<file path="src/bbhr_pkg.sv">
// ----------------------------------------------------------------------------
// bbhr_pkg: shared types and constants of the byte budget history ring
// Ring depth, derived widths, op and refusal codes, and the store port structs.
// ----------------------------------------------------------------------------
package bbhr_pkg;

   localparam int DEPTH     = 64;
   localparam int AW        = $clog2(DEPTH);
   localparam int CW        = AW + 1;
   localparam int TICK_W    = 32;
   localparam int SIZE_W    = 32;
   localparam int TOTAL_W   = 39;
   localparam int BUDGET_W  = 40;

   localparam logic [AW-1:0] LAST_SLOT = AW'(DEPTH - 1);
   localparam logic [CW-1:0] FULL_CNT  = CW'(DEPTH);

   typedef enum logic [1:0] {
      OP_CAPTURE = 2'd0,
      OP_FIND    = 2'd1,
      OP_CLEAR   = 2'd2,
      OP_NONE    = 2'd3
   } op_type;

   typedef enum logic [1:0] {
      REF_NONE   = 2'd0,
      REF_RESYNC = 2'd1,
      REF_FUTURE = 2'd2,
      REF_EMPTY  = 2'd3
   } refusal_type;

   // One write port, two tick read ports, one size read port.
   typedef struct packed {
      logic              wr_en;
      logic [AW-1:0]     wr_addr;
      logic [TICK_W-1:0] wr_tick;
      logic [SIZE_W-1:0] wr_size;
      logic [AW-1:0]     rd_a_addr;
      logic [AW-1:0]     rd_b_addr;
      logic [AW-1:0]     rd_s_addr;
   } store_req_type;

   typedef struct packed {
      logic [TICK_W-1:0] tick_a;
      logic [TICK_W-1:0] tick_b;
      logic [SIZE_W-1:0] size_s;
   } store_rsp_type;

   // Slot of the record at a given age, counted from the oldest slot.
   function automatic logic [AW-1:0] slot_of(input logic [AW-1:0] base,
                                             input logic [CW-1:0] age);
      logic [CW:0] sum;
      sum = {2'b00, base} + {1'b0, age};
      if (sum >= (CW+1)'(DEPTH)) begin
         sum = sum - (CW+1)'(DEPTH);
      end
      return sum[AW-1:0];
   endfunction

endpackage

</file>
<file path="src/bbhr_store.sv">
// ----------------------------------------------------------------------------
// bbhr_store: record storage of the history ring
// Tick and size memories, one write port, registered read data.
// ----------------------------------------------------------------------------
module bbhr_store
   import bbhr_pkg::*;
(
   input  logic          clock,
   input  store_req_type req,
   output store_rsp_type rsp
);

   logic [TICK_W-1:0] tick_mem [DEPTH];
   logic [SIZE_W-1:0] size_mem [DEPTH];
   logic [TICK_W-1:0] tick_a_ff;
   logic [TICK_W-1:0] tick_b_ff;
   logic [SIZE_W-1:0] size_s_ff;

   always_ff @(posedge clock) begin
      if (req.wr_en) begin
         tick_mem[req.wr_addr] <= req.wr_tick;
         size_mem[req.wr_addr] <= req.wr_size;
      end
   end

   always_ff @(posedge clock) begin
      tick_a_ff <= tick_mem[req.rd_a_addr];
      tick_b_ff <= tick_mem[req.rd_b_addr];
      size_s_ff <= size_mem[req.rd_s_addr];
   end

   assign rsp.tick_a = tick_a_ff;
   assign rsp.tick_b = tick_b_ff;
   assign rsp.size_s = size_s_ff;

endmodule

</file>
<file path="config.mk">
export PLATFORM = sky130hd
export DESIGN_NAME = bbhr_store
export DESIGN_NICKNAME = d
export VERILOG_FILES = /design/src/bbhr_pkg.sv /design/src/bbhr_store.sv
export SDC_FILE = /design/constraint.sdc
export NUM_CORES = 2
export LEC_CHECK = 0
export BUFFER_PORTS_ARGS = -buffer_cell sky130_fd_sc_hd__buf_2
export CAP_MARGIN = 20
export CORE_AREA = 2 2 784 396
export CTS_CLUSTER_DIAMETER = 120
export DETAILED_ROUTE_END_ITERATION = 16
export DIE_AREA = 0 0 786 398
export HOLD_SLACK_MARGIN = 0.03
export MAX_ROUTING_LAYER = met4
export PLACE_DENSITY_LB_ADDON = 0.25
export REMOVE_ABC_BUFFERS = 1
export SETUP_SLACK_MARGIN = 0.5
export SLEW_MARGIN = 10
export SYNTH_ARGS = -nofsm -noshare
export SYNTH_HDL_FRONTEND = slang
export SYNTH_SLANG_ARGS = --single-unit
</file>
<file path="constraint.sdc">
create_clock -name clock -period 4.02 [get_ports clock]
set_input_delay 0 -clock clock [delete_from_list [all_inputs] [get_ports clock]]
set_output_delay 0 -clock clock [all_outputs]
set_load 0.02 [all_outputs]
</file>
==> key figures <==
Run status
  – Status: completed

Layout
  – Area of the multi-input gates: 46,100 sq um
  – Nets@finish: 8,602
  – Post-route cell area: 195,000 sq um
  – Fill cells: 19.8k
  – Layout cells sized above 1: 31.4%
  – Final core utilization: 63.6%
  – Non-Filler Instances: 12.9k
  – Commonest non-fill, non-tap cells in the layout: edfxtp_1, mux4_2, clkbuf_16, mux2i_1, buf_4
  – Storage element area: 125,000 sq um
  – Area Overhead vs Synth: 12.3%
  – Commonest non-fill, non-tap cell in the layout: edfxtp_1

Detailed routing
  – Post-Route WL: 557,000 um
  – Via count: 98.3k
  – Initial DRC Count: 20.0k
  – 1st-pass router iterations: 7
  – Antenna-violating nets left: 0
  – DR WL/cell: 43.1 um
  – DRC: 0
  – Vias per cell: 7.61

Timing
  – Fin. max-slew vios: 0
  – Minimum clock period: 3380 ps
  – Worst Clk Skew: 35.0 ps
  – Worst Setup Slack, final: 637 ps
  – Period utilization: 84.2%
  – RSZ-0062 raised after global routing: false
  – Fmax: 296 MHz
  – Slew @ Worst Pin: 1300 ps
  – Setup_tns: 0 ps
  – Final setup violation count: 0
  – Worst slew margin: 13.4%
  – Worst Hold Slack: 13.2 ps
  – Final hold violations: 0

Placed design
  – Global placer's final weighted congestion: 0.900
  – Post-DP Area: 182,000 sq um
  – Placed Cells incl. Taps: 12.1k
  – DP Worst Slack: 961 ps
  – Dpl hpwl: 318,000 um
  – Port Buf Inserts: 185

Clocking
  – Clock-pin slew on the worst setup and hold paths: 70 ps
  – Post-cts resize count: 0
  – CTS sink count: 4,192
  – CTS buffer count: 354
  – Worst skew pair latency: 940 ps
  – Post-CTS Setup Repair Bufs: 0
  – CTS root buf: clkbuf_16
  – # hold bufs at CTS: 90
  – CTS tree: yes
  – H-tree Lvls: 5
  – Max clock buf depth: 4

Worst setup path
  – CP most frequent cell: dlygate4sd3_1
  – Worst reg2reg endpoint: tick_b_ff[29]$_DFF_P_
  – Worst Path Required: 4890 ps
  – Slowest stage delay, CP: 990 ps
  – CP top delay family: buffers and inverters
  – Slowest library cell on the worst path: nor4_1
  – Critical Path End Type: flip-flop
  – Critical Path Start Type: input port
  – Worst R2R Path Depth: 7
  – Flop2flop setup slack: 1360 ps
  – Buffers & Inverters on Critical Path: 3
  – Crit-path cells: dlygate4sd3_1 > buf_2 > or3_2 > o22ai_1 > nor4_1 > a2bb2oi_1 > dlygate4sd3_1
  – CP arrival: 4250 ps
  – CP Class: in2reg
  – FF-to-FF Start: tick_mem[23][29]$_DFFE_PP_
  – CP max FO: 18

GRT
  – Vias in the first global route: 93.3k
  – Global-route wire length before repair: 760,000 um
  – Gr usage total: 36.5%
  – Initial antenna violation count: 24
  – Largest net degree at the start of global routing: 108
  – Total grt overflow: 0

Synth
  – Mapped Avg Cell Area: 21.7 sq um
  – Post-synth top flop: edfxtp_1
  – Post-synth EDFFs: 4,096
  – Async set-or-reset flop fraction in the synthesized netlist: 0%
  – Mapped cell area: 173,000 sq um
  – #FFs+latches synth: 4,192
  – Seq/Total Area, Yosys: 72.0%
  – Distinct cells, synth: 53
  – Synth Instances: 7,994
  – Syn. warnings: 0

Die
  – Row cnt: 144
  – Die Width: 786 um
  – Die Area: 313,000 sq um
  – I/O pin count: 186
  – Floorplan Core Area: 306,000 sq um
  – Initial Util: 56.7%
  – Die Y: 398 um

Power
  – P_leak: 61.2 nW
  – VDD IR max: 0.468 mV
  – Pwr per Cell Area: 464 nW/um^2
  – Overall Power: 90.3 mW

Min path
  – Worst hold path depth: 2
  – Hold crit path type: in2reg
  – Hold Path End: tick_mem[62][29]$_DFFE_PP_
  – Hold path startpoint: req[79]

Job
  – Max Cap Violations: 0
[report_power, final]
part	internal (mW)	switching, mW	total (mW)
sequential	48.4	0.277	48.6
combinational	2.44	3.91	6.35
clock	19.2	16.1	35.3
[metal layers]
layer | up-vias | GRT usage (%) | share of wire, %
met5 | - | - | 0
met4 | 0 | 10.6 | 3.5
met3 | 1131 | 15.4 | 19
met2 | 9720 | 45.9 | 40
met1 | 51600 | 54.5 | 37
li1 | 35800 | - | -
[cell type report]
cell class	instances	share of cell area, %
sequential	4192	64.1
antenna	22	0.0283
multi-input combinational	3239	23.7
tap	4088	2.63
timing repair buffer	725	3.67
clock inverter	188	1.04
clock buffer	455	4.86
[cell families after synthesis]
| kind of cell | synth area share, % |
|---|---|
| flops | 72.0 |
| simple gates | 1.59 |
| buf+inv | 1.71 |
| mux | 21.5 |
| compound gates | 3.13 |
[synthesized netlist by cell type (4+ instances only)]
master | instances | area share [%]
o221ai_1 | 49 | 0.25
a22oi_1 | 22 | 0.095
a21oi_1 | 81 | 0.23
a311oi_1 | 10 | 0.051
mux4_2 | 1478 | 19
a211o_1 | 6 | 0.030
nor2b_1 | 34 | 0.12
nor4_1 | 57 | 0.21
o22a_1 | 23 | 0.12
a211oi_1 | 9 | 0.039
nand3_1 | 56 | 0.16
and3_1 | 9 | 0.032
edfxtp_1 | 4096 | 71
mux2_2 | 55 | 0.36
nand3b_1 | 20 | 0.087
a221oi_1 | 78 | 0.39
buf_4 | 93 | 0.40
and2_1 | 5 | 0.018
nand2_1 | 138 | 0.30
nand2b_1 | 45 | 0.16
or2_2 | 5 | 0.018
nor2_1 | 145 | 0.31
clkbuf_1 | 212 | 0.46
a2bb2oi_1 | 31 | 0.16
buf_1 | 27 | 0.058
nor3_1 | 33 | 0.095
mux2i_1 | 344 | 2.0
o211ai_1 | 34 | 0.15
or3_1 | 4 | 0.014
and2_0 | 4 | 0.014
o211a_1 | 4 | 0.023
o21ai_1 | 56 | 0.16
o21ai_0 | 68 | 0.20
a221o_1 | 10 | 0.058
or3b_2 | 4 | 0.020
o22ai_1 | 280 | 1.0
dfxtp_1 | 96 | 1.1
buf_2 | 196 | 0.57
buf_6 | 31 | 0.20
a2111oi_0 | 7 | 0.035
a31oi_1 | 17 | 0.061
[how the worst max path moves through the flow]
stage | cells after the start | to | from | slack, ps
final | 7 | tick_a_ff[29]$_DFF_P_ | req[16] | 640
after global placement | 6 | tick_a_ff[14]$_DFF_P_ | req[13] | 940
after floorplan | 2 | size_mem[10][0]$_DFFE_PP_ | req[87] | 290
after global routing | 7 | tick_a_ff[13]$_DFF_P_ | req[16] | 660
after CTS | 9 | tick_a_ff[29]$_DFF_P_ | req[15] | 1040
after detailed placement | 7 | tick_a_ff[14]$_DFF_P_ | req[15] | 960
[sequential cells by signal, indices dropped and copies added, names as in the netlist]
| name | flops |
|---|---|
| size_mem | 2048 |
| size_s_ff | 32 |
| tick_a_ff | 32 |
| tick_mem | 2048 |
| tick_b_ff | 32 |
[worst register-to-register path, stage by stage (launching register included)]
cell           delay [ps]
edfxtp_1              390
mux4_2                500
a221oi_1              250
o21ai_0               120
dlygate4sd3_1         580
nand2_1               100
nor2_1                 50
dlygate4sd3_1         550
No activity file was read; power rests on OpenSTA's default activity.
